--- src/tpiw_pkg.sv ---
package tpiw_pkg;

  localparam int MAX_INDEX = 1024;

  // Field and state widths.
  localparam int MODE_W     = 2;
  localparam int CNT_W      = 11;
  localparam int ROW_W      = 10;
  localparam int COL_W      = 10;
  localparam int LIN_W      = 20;
  localparam int STEP_W     = 21;
  localparam int FIRST_W    = 22;
  localparam int CFG_IDX_W  = 2;
  localparam int CFG_DATA_W = 11;
  localparam int PROD_W     = 2 * CNT_W;

  // Serial divider: dividend and divisor widths.
  localparam int DIV_DW = FIRST_W;
  localparam int DIV_VW = STEP_W;

  // Serial square root: radicand and root widths.
  localparam int SQ_RW = 24;
  localparam int SQ_QW = SQ_RW / 2;

  localparam logic [MODE_W-1:0] MODE_STRICT = 2'd0;
  localparam logic [MODE_W-1:0] MODE_DIAG   = 2'd1;
  localparam logic [MODE_W-1:0] MODE_RECT   = 2'd2;

  localparam logic CMD_START = 1'b0;
  localparam logic CMD_NEXT  = 1'b1;

  localparam logic [CFG_IDX_W-1:0] CFG_MODE = 2'd0;
  localparam logic [CFG_IDX_W-1:0] CFG_ROWS = 2'd1;
  localparam logic [CFG_IDX_W-1:0] CFG_COLS = 2'd2;

endpackage

--- src/tpiw_div.sv ---
module tpiw_div (
  input  logic                        clk,
  input  logic                        rst,
  input  logic                        start,
  input  logic [tpiw_pkg::DIV_DW-1:0] dividend,
  input  logic [tpiw_pkg::DIV_VW-1:0] divisor,
  output logic                        done,
  output logic [tpiw_pkg::DIV_DW-1:0] quotient,
  output logic [tpiw_pkg::DIV_VW-1:0] remainder
);
  import tpiw_pkg::*;

  localparam int CW = $clog2(DIV_DW);
  localparam logic [CW-1:0] LAST = CW'(DIV_DW - 1);

  logic              busy;
  logic [CW-1:0]     cnt;
  logic [DIV_DW-1:0] dq;
  logic [DIV_VW-1:0] rem;
  logic [DIV_VW-1:0] dvs;
  logic [DIV_VW:0]   shifted;
  logic [DIV_VW:0]   diff;
  logic              ge;

  // One quotient bit per cycle: the dividend shifts out of the top of dq while
  // quotient bits shift in at the bottom.
  assign shifted = {rem, dq[DIV_DW-1]};
  assign diff    = shifted - {1'b0, dvs};
  assign ge      = shifted >= {1'b0, dvs};

  assign quotient  = dq;
  assign remainder = rem;

  always_ff @(posedge clk) begin
    if (rst) begin
      busy <= 1'b0;
      done <= 1'b0;
      cnt  <= '0;
    end else begin
      done <= busy && (cnt == LAST);
      if (start) begin
        busy <= 1'b1;
        cnt  <= '0;
        dq   <= dividend;
        dvs  <= divisor;
        rem  <= '0;
      end else if (busy) begin
        rem <= ge ? diff[DIV_VW-1:0] : shifted[DIV_VW-1:0];
        dq  <= {dq[DIV_DW-2:0], ge};
        cnt <= cnt + 1'b1;
        if (cnt == LAST) begin
          busy <= 1'b0;
        end
      end
    end
  end

endmodule

--- src/tpiw_isqrt.sv ---
module tpiw_isqrt (
  input  logic                       clk,
  input  logic                       rst,
  input  logic                       start,
  input  logic [tpiw_pkg::SQ_RW-1:0] radicand,
  output logic                       done,
  output logic [tpiw_pkg::SQ_QW-1:0] root
);
  import tpiw_pkg::*;

  localparam int CW = $clog2(SQ_QW);
  localparam logic [CW-1:0] LAST = CW'(SQ_QW - 1);

  logic             busy;
  logic [CW-1:0]    cnt;
  logic [SQ_RW-1:0] rad;
  logic [SQ_QW:0]   rem;
  logic [SQ_QW+2:0] shifted;
  logic [SQ_QW+2:0] trial;
  logic [SQ_QW+2:0] diff;
  logic             ge;

  // Two radicand bits enter per cycle; each cycle settles one root bit.
  assign shifted = {rem, rad[SQ_RW-1:SQ_RW-2]};
  assign trial   = {1'b0, root, 2'b01};
  assign diff    = shifted - trial;
  assign ge      = shifted >= trial;

  always_ff @(posedge clk) begin
    if (rst) begin
      busy <= 1'b0;
      done <= 1'b0;
      cnt  <= '0;
    end else begin
      done <= busy && (cnt == LAST);
      if (start) begin
        busy <= 1'b1;
        cnt  <= '0;
        rad  <= radicand;
        rem  <= '0;
        root <= '0;
      end else if (busy) begin
        rem  <= ge ? diff[SQ_QW:0] : shifted[SQ_QW:0];
        root <= {root[SQ_QW-2:0], ge};
        rad  <= {rad[SQ_RW-3:0], 2'b00};
        cnt  <= cnt + 1'b1;
        if (cnt == LAST) begin
          busy <= 1'b0;
        end
      end
    end
  end

endmodule

--- src/triangular_pair_index_walker.sv ---
// Channel  Direction  Handshake             Payload
// cfg      in         cfg_we                cfg_index, cfg_data
// in       in         in_valid / in_ready   cmd, first_index
// out      out        out_valid / out_ready row_index, col_index, pair_index, more_left
//
// Next commands stream at one per cycle while out_ready keeps the skid entry empty.
// A start command computes the total, then a 22-step bit-serial divider reduces
// the index modulo the total, then a 12-step bit-serial root (triangle modes) or a
// second 22-step division (rectangle mode) recovers the pair. An empty walk (zero
// total) skips the divider and pushes a result directly.
// Reset is synchronous; it restores the configuration registers and clears the walk state.
// A two-entry output stage lets work go on while a result waits for out_ready.
module triangular_pair_index_walker (
  input  logic                            clk,
  input  logic                            rst,
  input  logic                            cfg_we,
  input  logic [tpiw_pkg::CFG_IDX_W-1:0]  cfg_index,
  input  logic [tpiw_pkg::CFG_DATA_W-1:0] cfg_data,
  input  logic                            in_valid,
  output logic                            in_ready,
  input  logic                            cmd,
  input  logic [tpiw_pkg::FIRST_W-1:0]    first_index,
  output logic                            out_valid,
  input  logic                            out_ready,
  output logic [tpiw_pkg::ROW_W-1:0]      row_index,
  output logic [tpiw_pkg::COL_W-1:0]      col_index,
  output logic [tpiw_pkg::LIN_W-1:0]      pair_index,
  output logic                            more_left
);
  import tpiw_pkg::*;

  typedef struct packed {
    logic [ROW_W-1:0] row;
    logic [COL_W-1:0] col;
    logic [LIN_W-1:0] lin;
    logic             more;
  } res_t;

  typedef enum logic [2:0] {
    S_IDLE,
    S_TOT,
    S_MODS,
    S_MOD,
    S_ROOT,
    S_OFF,
    S_TRI,
    S_RDIV
  } state_t;

  state_t state, state_next;

  logic [MODE_W-1:0] pair_mode;
  logic [CNT_W-1:0]  row_count;
  logic [CNT_W-1:0]  col_count;
  logic [CNT_W-1:0]  ni;
  logic [CNT_W-1:0]  nj;
  logic              tri_mode;

  logic [ROW_W-1:0]  row_pos, row_pos_next;
  logic [COL_W-1:0]  col_pos, col_pos_next;
  logic [LIN_W-1:0]  linear_pos, linear_pos_next;
  logic [STEP_W-1:0] steps_taken, steps_taken_next;
  logic [STEP_W-1:0] total_pairs, total_pairs_next;

  logic [FIRST_W-1:0] first_q;
  logic [CNT_W-1:0]   mul_a;
  logic [CNT_W-1:0]   mul_b;
  logic [PROD_W-1:0]  prod_w;
  logic [PROD_W-1:0]  prod_q;
  logic [STEP_W-1:0]  tot_w;
  logic [CNT_W-1:0]   m_q;
  logic [SQ_QW-1:0]   sq_minus1;

  logic              div_start;
  logic [DIV_DW-1:0] div_dividend;
  logic [DIV_VW-1:0] div_divisor;
  logic              div_done;
  logic [DIV_DW-1:0] div_quot;
  logic [DIV_VW-1:0] div_rem;
  logic [LIN_W-1:0]  mod_k;

  logic              sq_start;
  logic [SQ_RW-1:0]  sq_radicand;
  logic              sq_done;
  logic [SQ_QW-1:0]  sq_root;

  logic [STEP_W-1:0] lin_inc;
  logic [CNT_W-1:0]  col_inc;
  logic [CNT_W-1:0]  row_inc;
  logic [CNT_W-1:0]  nx_row;
  logic [CNT_W-1:0]  nx_col;
  logic [STEP_W-1:0] off_col;
  logic [CNT_W-1:0]  tri_row;

  logic accept;
  logic pop;
  logic push;
  logic skid_valid;
  res_t skid_q;
  res_t res;

  assign ni = (row_count > CNT_W'(MAX_INDEX)) ? CNT_W'(MAX_INDEX) : row_count;
  assign nj = (col_count > CNT_W'(MAX_INDEX)) ? CNT_W'(MAX_INDEX) : col_count;
  assign tri_mode = (pair_mode == MODE_STRICT) || (pair_mode == MODE_DIAG);

  assign in_ready = (state == S_IDLE) && !skid_valid;
  assign accept   = in_valid && in_ready;
  assign pop      = out_valid && out_ready;

  assign prod_w = PROD_W'(mul_a) * PROD_W'(mul_b);
  assign tot_w  = tri_mode ? prod_q[PROD_W-1:1] : prod_q[STEP_W-1:0];
  assign mod_k  = div_rem[LIN_W-1:0];
  assign sq_radicand = {1'b0, mod_k, 3'b001};
  assign sq_minus1   = sq_root - 1'b1;

  assign off_col = {1'b0, linear_pos} - prod_q[PROD_W-1:1];
  assign tri_row = (pair_mode == MODE_STRICT) ? m_q + 1'b1 : m_q;

  tpiw_div u_div (
    .clk       (clk),
    .rst       (rst),
    .start     (div_start),
    .dividend  (div_dividend),
    .divisor   (div_divisor),
    .done      (div_done),
    .quotient  (div_quot),
    .remainder (div_rem)
  );

  tpiw_isqrt u_isqrt (
    .clk      (clk),
    .rst      (rst),
    .start    (sq_start),
    .radicand (sq_radicand),
    .done     (sq_done),
    .root     (sq_root)
  );

  // One step of the walk, with wraparound at the end of a row and of the walk.
  always_comb begin
    lin_inc = {1'b0, linear_pos} + 1'b1;
    col_inc = {1'b0, col_pos} + 1'b1;
    row_inc = {1'b0, row_pos} + 1'b1;
    nx_row  = {1'b0, row_pos};
    nx_col  = col_inc;
    if (pair_mode == MODE_STRICT) begin
      if (col_inc >= {1'b0, row_pos}) begin
        nx_col = '0;
        nx_row = (row_inc >= ni) ? CNT_W'(1) : row_inc;
      end
    end else if (pair_mode == MODE_DIAG) begin
      if (col_inc > {1'b0, row_pos}) begin
        nx_col = '0;
        nx_row = (row_inc >= ni) ? '0 : row_inc;
      end
    end else begin
      if (col_inc >= nj) begin
        nx_col = '0;
        nx_row = (row_inc >= ni) ? '0 : row_inc;
      end
    end
  end

  always_comb begin
    state_next       = state;
    row_pos_next     = row_pos;
    col_pos_next     = col_pos;
    linear_pos_next  = linear_pos;
    steps_taken_next = steps_taken;
    total_pairs_next = total_pairs;
    push             = 1'b0;
    div_start        = 1'b0;
    div_dividend     = first_q;
    div_divisor      = tot_w;
    sq_start         = 1'b0;
    mul_a            = ni;
    mul_b            = nj;

    unique case (state)
      S_IDLE: begin
        if (accept) begin
          if (cmd == CMD_START) begin
            steps_taken_next = '0;
            state_next       = S_TOT;
          end else begin
            if (steps_taken < total_pairs) begin
              steps_taken_next = steps_taken + 1'b1;
            end
            linear_pos_next = (lin_inc >= total_pairs) ? '0 : lin_inc[LIN_W-1:0];
            row_pos_next    = nx_row[ROW_W-1:0];
            col_pos_next    = nx_col[COL_W-1:0];
            push            = 1'b1;
          end
        end
      end
      S_TOT: begin
        if (pair_mode == MODE_STRICT) begin
          mul_b = ni - 1'b1;
        end else if (pair_mode == MODE_DIAG) begin
          mul_b = ni + 1'b1;
        end
        state_next = S_MODS;
      end
      S_MODS: begin
        total_pairs_next = tot_w;
        if (tot_w == '0) begin
          push       = 1'b1;
          state_next = S_IDLE;
        end else begin
          div_start  = 1'b1;
          state_next = S_MOD;
        end
      end
      S_MOD: begin
        if (div_done) begin
          linear_pos_next = mod_k;
          if (tri_mode) begin
            sq_start   = 1'b1;
            state_next = S_ROOT;
          end else begin
            div_start    = 1'b1;
            div_dividend = {{(DIV_DW-LIN_W){1'b0}}, mod_k};
            div_divisor  = {{(DIV_VW-CNT_W){1'b0}}, nj};
            state_next   = S_RDIV;
          end
        end
      end
      S_ROOT: begin
        if (sq_done) begin
          state_next = S_OFF;
        end
      end
      S_OFF: begin
        mul_a      = m_q;
        mul_b      = m_q + 1'b1;
        state_next = S_TRI;
      end
      S_TRI: begin
        row_pos_next = tri_row[ROW_W-1:0];
        col_pos_next = off_col[COL_W-1:0];
        push         = 1'b1;
        state_next   = S_IDLE;
      end
      S_RDIV: begin
        if (div_done) begin
          row_pos_next = div_quot[ROW_W-1:0];
          col_pos_next = div_rem[COL_W-1:0];
          push         = 1'b1;
          state_next   = S_IDLE;
        end
      end
      default: begin
        state_next = S_IDLE;
      end
    endcase
  end

  assign res.row  = row_pos_next;
  assign res.col  = col_pos_next;
  assign res.lin  = linear_pos_next;
  assign res.more = steps_taken_next < total_pairs_next;

  always_ff @(posedge clk) begin
    if (rst) begin
      state       <= S_IDLE;
      pair_mode   <= MODE_RECT;
      row_count   <= '0;
      col_count   <= '0;
      row_pos     <= '0;
      col_pos     <= '0;
      linear_pos  <= '0;
      steps_taken <= '0;
      total_pairs <= '0;
      out_valid   <= 1'b0;
      skid_valid  <= 1'b0;
    end else begin
      state       <= state_next;
      row_pos     <= row_pos_next;
      col_pos     <= col_pos_next;
      linear_pos  <= linear_pos_next;
      steps_taken <= steps_taken_next;
      total_pairs <= total_pairs_next;

      if (cfg_we) begin
        unique case (cfg_index)
          CFG_MODE: pair_mode <= cfg_data[MODE_W-1:0];
          CFG_ROWS: row_count <= cfg_data;
          CFG_COLS: col_count <= cfg_data;
          default:  ;
        endcase
      end

      if (accept && (cmd == CMD_START)) begin
        first_q <= first_index;
      end
      if ((state == S_TOT) || (state == S_OFF)) begin
        prod_q <= prod_w;
      end
      if ((state == S_ROOT) && sq_done) begin
        m_q <= sq_minus1[SQ_QW-1:1];
      end

      // A transaction goes to the output register when it is free or being
      // drained, and otherwise waits in the skid entry.
      if (skid_valid) begin
        if (pop) begin
          row_index  <= skid_q.row;
          col_index  <= skid_q.col;
          pair_index <= skid_q.lin;
          more_left  <= skid_q.more;
          skid_valid <= 1'b0;
        end
      end else if (!out_valid || pop) begin
        out_valid <= push;
        if (push) begin
          row_index  <= res.row;
          col_index  <= res.col;
          pair_index <= res.lin;
          more_left  <= res.more;
        end
      end else if (push) begin
        skid_q     <= res;
        skid_valid <= 1'b1;
      end
    end
  end

endmodule
--- config.mk ---
export PLATFORM = sky130hd
export DESIGN_NAME = triangular_pair_index_walker
export DESIGN_NICKNAME = d
export VERILOG_FILES = /design/src/tpiw_pkg.sv /design/src/tpiw_div.sv /design/src/tpiw_isqrt.sv /design/src/triangular_pair_index_walker.sv
export SDC_FILE = /design/constraint.sdc
export NUM_CORES = 1
export LEC_CHECK = 0
export BUFFER_PORTS_ARGS = -buffer_cell sky130_fd_sc_hd__buf_2
export CAP_MARGIN = 20
export CORE_UTILIZATION = 39
export DETAILED_ROUTE_END_ITERATION = 8
export HOLD_SLACK_MARGIN = 0.03
export PLACE_DENSITY_LB_ADDON = 0.15
export SKIP_LAST_GASP = 1
export SLEW_MARGIN = 10
export SYNTH_ARGS = -nofsm -noshare
export SYNTH_HDL_FRONTEND = slang
export SYNTH_HIERARCHICAL = 1
export SYNTH_SLANG_ARGS = --single-unit
export TNS_END_PERCENT = 10
--- constraint.sdc ---
create_clock -name clk -period 6.7 [get_ports clk]
set_input_delay 1.005 -clock clk [delete_from_list [all_inputs] [get_ports clk]]
set_output_delay 1.005 -clock clk [all_outputs]
set_load 0.03 [all_outputs]
After elaboration in Yosys (flattened, before gate mapping)
Index checks and enable logic that the tools add are counted.
Storage, ports and cells
  register bits after elaboration: 373
  word-level logic and storage cells: 216
  input port bits: 41
Operators by class
  bitwise gates (word level): 4
  equality and inequality tests: 18
  order comparisons: 11
  reductions and logical operators: 35
  multipliers: 1
  $add $sub $neg: 13
  mux-type cells: 99
Operators with widths (count)
  $mux W10: 27
  $mux W21: 11
  $mux W20: 8
  $mux W22: 5
  $pmux W10 S3: 2
  $mux W11: 5
  $lt A21 B21 Y1: 2
  $pmux W20 S2: 1
  $mux W13: 2
  $mux W1: 24
  $mux W24: 1
  $pmux W3 S8: 1
  $mux W23: 1
  $add A10 B1 Y11 const B: 2
  $add A11 B1 Y11 const B: 2
  $ge A11 B11 Y1: 2
  $ge A22 B21 Y1: 1
  $gt A11 B11 Y1 const B: 2
  $mul A11 B11 Y22: 1
  $pmux W11 S2: 1
  $add A20 B1 Y21 const B: 1
  $add A21 B1 Y21 const B: 1
  $ge A21 B21 Y1: 1
  $logic_not A21 Y1: 1
  35 further kinds: 76

Depth between registers and ports, before layout
Gate-level depths: netlist of the first run.
  depth after elaboration: 13
  depth in mapped cells: 33

Modules after synthesis
The synthesis of the first run kept the hierarchy.
By module, submodules not included
  triangular_pair_index_walker: area an instance 20131.8 um^2, instances 1, cells an instance 2284
  tpiw_div: area an instance 3952.5 um^2, instances 1, cells an instance 346
  tpiw_isqrt: area an instance 2996.6 um^2, instances 1, cells an instance 250

Least setup slack after synthesis of the first run
OpenSTA, ideal clock, no wires.
  path kind: reg-to-reg
  start point: register row_count[10]
  end point: register prod_q[21] (data pin)
  data arrival time: 6.522 ns
  path slack: -0.087 ns
  setup time: 0.265 ns
  data required time: 6.435 ns
  path buffers: 2
  stages on the path, launching flop included: 30
  path through: dfxtp_1 inv_1 buf_2 nand2_1 inv_1 ha_1 and3_1 nand4_1 nor2_1 a311o_1 and3_1 a221oi_1 clkbuf_1 or2_2 fa_1 fa_1 inv_1 fa_1 fa_1 inv_1 fa_1 inv_1 ha_1 and3_1 o211ai_1 a31oi_1 and2_1 nand4_1 a311oi_1 xnor2_1
On the way
  word-level cells in the longest chain between the ends: 7
  elaborated cells between the ends (all ways): 9
RTL lines
  start: declaration: RTL line triangular_pair_index_walker.sv:53  | logic [CNT_W-1:0] row_count;
  start signal: assignment: RTL line triangular_pair_index_walker.sv:287  | CFG_ROWS: row_count <= cfg_data;
  $gt A11 B11 Y1: RTL line triangular_pair_index_walker.sv:102  | assign ni = (row_count > CNT_W'(MAX_INDEX)) ? CNT_W'(MAX_INDEX) : row_count;
  $mux W11 (*): RTL line triangular_pair_index_walker.sv:102
  $add A11 B1 Y11: RTL line triangular_pair_index_walker.sv:200  | mul_b = ni + 1'b1;
  $mux W11: RTL line triangular_pair_index_walker.sv:199  | end else if (pair_mode == MODE_DIAG) begin
  $mux W11: RTL line triangular_pair_index_walker.sv:197  | if (pair_mode == MODE_STRICT) begin
  $pmux W11 S2: RTL line triangular_pair_index_walker.sv:179  | unique case (state)
  $mul A11 B11 Y22 (*): RTL line triangular_pair_index_walker.sv:110  | assign prod_w = PROD_W'(mul_a) * PROD_W'(mul_b);
  net prod_w[21]: RTL line triangular_pair_index_walker.sv:68  | logic [PROD_W-1:0] prod_w;
  end signal: assignment: RTL line triangular_pair_index_walker.sv:297  | prod_q <= prod_w;
  end: declaration: RTL line triangular_pair_index_walker.sv:69  | logic [PROD_W-1:0] prod_q;
Mark *: on every way through the listed nets, which the timed path passes. The rest lies on a longest branch.
A chain may end at the register's enable or synchronous reset.

Worst setup path in the final report of the first run
  start point: register row_count[2]
  end point: register prod_q[21] (data pin)
The elaborated chain is that of the path after synthesis.

==> results of run 1 <==
[repair_timing]
item                       CTS  global route
buffers inserted             0            10
pin swaps                    0            33
setup endpoints to repair    6             8
gates resized for setup      7            31
[synthesized netlist by cell type (9+ instances only)]
cell and n:
a211o_1 14, a211oi_1 23, a21o_1 46, a21oi_1 170
a22oi_1 20, a31oi_1 30, a32oi_1 9, and2_1 18
and3_1 24, buf_1 13, buf_2 28, clkbuf_1 83
dfxtp_1 124, edfxtp_1 250, fa_1 82, ha_1 206
inv_1 225, mux2_2 89, mux2i_1 29, nand2_1 273
nand2b_1 45, nand3_1 64, nand3b_1 9, nand4_1 32
nor2_1 331, nor2b_1 43, nor3_1 56, nor4_1 21
o211ai_1 20, o21a_1 21, o21ai_0 113, o22ai_1 14
o31ai_1 13, or2_2 15, or3_1 10, xnor2_1 80
xor2_1 58
[per-stage QoR]
stage,hold slack [ns],cell area [um^2]
floorplan,0.453,27100
global placement,0.473,29200
detailed placement,0.480,29200
CTS,0.495,30700
global route,0.540,30900
finish,0.489,30900
[layer usage]
layer / up-vias / track usage / wire length, um
met5: - / 0 / 0
met4: 0 / 0.0761 / 2570
met3: 132 / 0.0267 / 3850
met2: 625 / 0.381 / 38500
met1: 10500 / 0.320 / 37800
li1: 10500 / - / -
[final timing paths]
path / from / to / cells past startpoint
worst min-delay path: col_count[4] / col_count[4] / 2
worst min register to register: col_count[4] / col_count[4] / 2
worst max register to register: row_count[2] / prod_q[21] / 24
worst max-delay path: row_count[2] / prod_q[21] / 24
[registers in the layout, indices dropped and copies added, names as in the netlist, 12 cells and up]
register / cells
skid_q: 41
u_isqrt/rad: 24
first_q: 22
prod_q: 22
u_div/quotient: 22
steps_taken: 21
total_pairs: 21
u_div/dvs: 21
u_div/remainder: 21
linear_pos: 20
pair_index: 20
u_isqrt/rem: 13
u_isqrt/root: 12
[cell type report]
| class | count | area share |
|---|---|---|
| sequential | 374 | 0.324 |
| multi-input combinational | 2146 | 0.513 |
| clock inverter | 26 | 0.00935 |
| inverter | 227 | 0.0276 |
| clock buffer | 57 | 0.0392 |
| tap | 931 | 0.0377 |
| timing repair buffer | 229 | 0.0495 |
[logic make-up after synthesis]
logic type / after synthesis / share of synthesized area
DFF: 374 / 0.369
and+or+nand+nor: 984 / 0.172
adders and majority gates: 288 / 0.156
xor gates and xnor gates: 138 / 0.0446
AOI/OAI and AO/OA: 613 / 0.156
other: 2 / 0.000277
buffers and inverters: 362 / 0.0540
muxes: 119 / 0.0481
[placed cells by master, fill, tap and decap left out, types with 53 or more instances in the layout]
cell type / instances
edfxtp_1: 250
mux2_2: 89
nand3_1: 64
xor2_1: 58
nor3_1: 53
buf_2: 82
dfxtp_1: 120
inv_1: 221
buf_4: 145
nand2_1: 273
fa_1: 79
o21ai_0: 108
a21oi_1: 169
ha_1: 202
nor2_1: 324
xnor2_1: 80
[power breakdown]
part,internal (mW),switching (mW)
Combinational,0.503,0.933
Sequential,2.60,0.110
Clock,1.48,1.01
Total,4.59,2.05
[worst min-delay path: stages, from the launching register on]
cell	delay (ns)
dfxtp_1	0.32
mux2i_1	0.06
nor2_1	0.07
==> metrics.cfg, run 1 <==
[status]
status=finished clean

[synthesis]
syn_inst=2880
ys_seq_area_frac=0.369
synth_top_cell_area_share=0.277
syn_area_um2=27100
ys.flop_type=edfxtp_1
synthArstFlopShare=0
yosys.cell_types.count=112
synth_enable_flop_cells=250
yosysWarnings=6
synth_area_per_cell_um2=9.40
yosys.area.top_type=edfxtp_1
synth-seq-cells=374
synth.area.top_cells=edfxtp_1, ha_1, dfxtp_1

[layout]
fillCellCount=6702
drive_gt1_frac=0.161
nets=3352
area_growth_pct=14.1
layoutNonFillerInstCount=3990
final_core_util=0.450
n_antenna_cell=0
seq_area_um2=10000
multi_input_area_um2=15900

[setup_path]
worst_ep_required_time_ns=7.03
critPathTopFamily=adder cells
crit_buf_inv=3
critPathMaxFanout=5
critPathLaunchType=flop
crit_path_frequent_cell=fa_1
arrival_ns=7.03
cp_slowest_stage_delay_ns=0.57
worstPathCellList=or4_4 -> nor4_4 -> mux2_4 -> a21oi_2 -> o221a_1 -> a311oi_4 -> buf_6 -> nor2_1 -> fa_1 -> fa_2 -> fa_1 -> fa_1 -> inv_1 -> fa_1 -> inv_1 -> ha_4 -> nor2_1 -> nor2_1 -> o211ai_1 -> a31oi_1 -> and2_4 -> nand4_1 -> a311oi_2 -> xnor2_1
worstSetupPathType=reg2reg
slowest_stage=or4_4
end_kind=flop
r2r_setup_slack_ns=0.002

[place]
portBuffers=83
place_congestion=0.916
placedCellCount=3898
dp_hpwl_um=63400
dp_slack_ns=-0.0963

[timing]
tightest_slew_ns=1.05
setup-violations-final=0
fmax_ghz=0.149
slew_headroom=0.293
rsz0062_at_grt=yes
min_period_ns=6.70
fin_crit_sh=1.00
fin_skew_ns=0.0252
hold_violations=0
tns_ns=0
setup_ws_ns=0.00197
finalMaxSlewViolations=0

[cts]
cts_tree=built
clockBufferDepth=3
ctsHoldBuffers=0
clockRootBuffer=clkbuf_16
cts_made_buffers=45
cts_htree_levels=2
clock_latency_ns=0.59
clk_pin_slew_ns=0.06
cts_sinks=374

[global_routing]
grt_max_degree=75
grt_pass1_wl_um=127000
grt_usage=0.233
antenna_found_initial=0
grt_pass1_vias=21300
overflow=0

[route]
post_drt_wl_per_cell_um=20.7
first_pass_iters=5
routed-via-count=21800
antenna_left=0
drt-initial-drc-count=1751
drc=0
vias_per_cell=5.47
wl_um=82700

[hold_path]
hold_class=reg2reg

[power_and_ir_drop]
ir_worst_vdd_mv=0.161
total_power_mw=6.64
p_per_area_nw_per_um2=215
p_leak_nw=12.9

[floorplan]
die_w_um=266
coreArea_um2=68700
num_rows=96
die_h_um=266
start_util=0.394
io-pin-count=84
dieArea_um2=70500

[flow_run]
drv_cap=0

Note: power is estimated with default switching activity, not from simulation.
==> run 2: changes to the inputs <==
--- a/config.mk
+++ b/config.mk
@@ -10,7 +10,6 @@
 export CORE_UTILIZATION = 39
 export DETAILED_ROUTE_END_ITERATION = 8
 export HOLD_SLACK_MARGIN = 0.03
-export PLACE_DENSITY_LB_ADDON = 0.15
 export SKIP_LAST_GASP = 1
 export SLEW_MARGIN = 10
 export SYNTH_ARGS = -nofsm -noshare
==> metrics.cfg, run 2 (synthesis results as in run 1) <==
[power_and_ir_drop]
p_leak_nw=12.8  ; was 12.9 nW
switchingPower_mw=2.03  ; was 2.05 mW
switching_share=0.308  ; was 0.309
comb_power_share=0.217  ; was 0.216
internal_power_mw=4.56  ; was 4.59 mW
p_per_area_nw_per_um2=214  ; was 215 nW/um^2
seq_power_share=0.411  ; was 0.409
ir_worst_vdd_mv=0.152  ; was 0.161 mV
power_frac_clock=0.373  ; was 0.375

[cts]
clock_latency_ns=0.58  ; was 0.59 ns
cts_made_buffers=44  ; was 45
cts_sinks=374  ; unchanged
clockRootBuffer=clkbuf_16  ; unchanged
ctsHoldBuffers=0  ; unchanged
clk_pin_slew_ns=0.06  ; about the same
clockBufferDepth=3  ; unchanged
cts_tree=built  ; unchanged
cts_htree_levels=2  ; unchanged

[global_routing]
antenna_found_initial=1  ; was 0
grt_pass1_wl_um=125000  ; was 127,000 um
grt_usage=0.227  ; was 0.233
grt_pass1_vias=21500  ; was 21,300
overflow=0  ; unchanged
grt_max_degree=75  ; unchanged

[layout]
final_cell_mix=nor2_1, nand2_1, edfxtp_1  ; unchanged
n_antenna_cell=0  ; unchanged
largest_reg_flops=41  ; unchanged
nets=3338  ; was 3,352
final_core_util=0.448  ; was 0.450
area_growth_pct=13.6  ; was 14.1%
largest_registers=skid_q x41, u_isqrt/rad x24  ; unchanged
final_common_cell=nor2_1  ; unchanged
drive_gt1_frac=0.154  ; was 0.161
top_register=skid_q  ; unchanged

[timing]
fin_crit_sh=0.992  ; was 1.00
holdWs_ns=0.487  ; was 0.489 ns
finalMaxSlewViolations=0  ; unchanged
setup-violations-final=0  ; unchanged
slew_headroom=0.309  ; was 0.293
fin_skew_ns=0.0319  ; was 0.0252 ns
rsz0062_at_grt=yes  ; unchanged
fmax_ghz=0.150  ; was 0.149 GHz
tightest_slew_ns=1.04  ; was 1.05 ns
hold_violations=0  ; unchanged
min_period_ns=6.64  ; was 6.70 ns

[setup_path]
slowest_stage=fa_1  ; was or4_4
cp_slowest_stage_delay_ns=0.59  ; was 0.57 ns
startpoint=row_count[10]  ; was row_count[2]
end_kind=flop  ; unchanged
crit_path_frequent_cell=fa_1  ; unchanged
worstSetupPathType=reg2reg  ; unchanged
critPathLaunchType=flop  ; unchanged
critPathMaxFanout=10  ; was 5
r2r-start=row_count[10]  ; was row_count[2]
worst_ep_required_time_ns=7.03  ; about the same
arrival_ns=6.97  ; was 7.03 ns

[floorplan]
die_h_um=266  ; unchanged
io-pin-count=84  ; unchanged
num_rows=96  ; unchanged
coreArea_um2=68700  ; unchanged
start_util=0.394  ; unchanged
dieArea_um2=70500  ; unchanged
die_w_um=266  ; unchanged

[place]
portBuffers=83  ; unchanged
dp_hpwl_um=61600  ; was 63,400 um
place_congestion=0.931  ; was 0.916

[hold_path]
worst_hold_startpoint=row_count[7]  ; was col_count[4]
hold_class=reg2reg  ; unchanged

[route]
antenna_left=0  ; unchanged
wl_um=80600  ; was 82,700 um
drc=0  ; unchanged
post_drt_wl_per_cell_um=20.3  ; was 20.7 um
routed-via-count=22100  ; was 21,800
drt-initial-drc-count=1840  ; was 1,751
first_pass_iters=6  ; was 5
vias_per_cell=5.56  ; was 5.47

[flow_run]
drv_cap=0  ; unchanged

[status]
status=finished clean  ; unchanged

-- run 2: changes by cell type in the layout (fill, tap and decap cells not counted), moves of 3 or more --
cell / change
buf_4: -16
clkinv_2: -5
nor4_2: +3
nor2_1: +4
nor2_2: -3
-- run 2: power by group through the flow --
stage	Sequential, mW	Clock, mW	Combinational [mW]
2_1_floorplan	2.77	0	0.934
3_3_place_gp	2.75	0	1.37
3_5_place_dp	2.76	0	1.40
4_1_cts	2.71	2.51	1.41
5_1_grt	2.72	2.60	1.56
6_report	2.71	2.46	1.43
-- run 2: critical path: cells and delay by family, from the launching register on --
family / cells / cell delay (ns)
AO/OA/AOI/OAI: 6 / 1.34
XOR/XNOR: 1 / 0.10
adder cells (fa/ha/maj): 6 / 2.91
buffers and inverters: 5 / 0.69
flip-flops: 1 / 0.32
AND/OR/NAND/NOR: 7 / 1.02
-- run 2: stage by stage --
step / cell area, um^2 / std cells / setup TNS (ns) / total power, mW / setup slack, ns
global placement: 29100 / 3889 / -0.142 / 4.12 / -0.101
CTS: 30600 / 3972 / -0.0436 / 6.63 / -0.0436
detailed placement: 29100 / 3892 / -0.757 / 4.15 / -0.240
global route: 30800 / 3974 / -0.921 / 6.87 / -0.253
finish: 30800 / 3974 / 0 / 6.59 / 0.0550
floorplan: 27100 / 2882 / 0 / 3.70 / 0.00446
-- run 2: final cells by class --
cell class,instances,area (um^2)
tap,931,1160
sequential,374,9990
clock buffer,57,1160
fill,6675,37900
inverter,227,852
multi-input combinational,2146,15800
clock inverter,23,294
timing repair buffer,216,1450
-- run 2: metal layers --
metal,vias up,routed length [um],GRT usage,share of wire
met1,10700,36200,0.306,0.45
met3,148,3830,0.0234,0.048
li1,10500,-,-,-
met2,678,37600,0.370,0.47
met5,-,0,0,0
met4,0,3040,0.0930,0.038
-- run 2: what timing repair did --
| action | CTS | global route |
|---|---|---|
| endpoints found under the setup margin | 6 | 9 |
| setup buffers | 0 | 2 |
| resized for setup | 5 | 28 |
| pin swaps | 0 | 11 |
-- run 2: worst paths after layout --
kind                  endpoint  slack, ns  cells after the start
setup / recovery    prod_q[21]       0.06                     25
hold / removal    row_count[7]       0.49                      2
setup reg to reg    prod_q[21]       0.06                     25
hold reg to reg   row_count[7]       0.49                      2
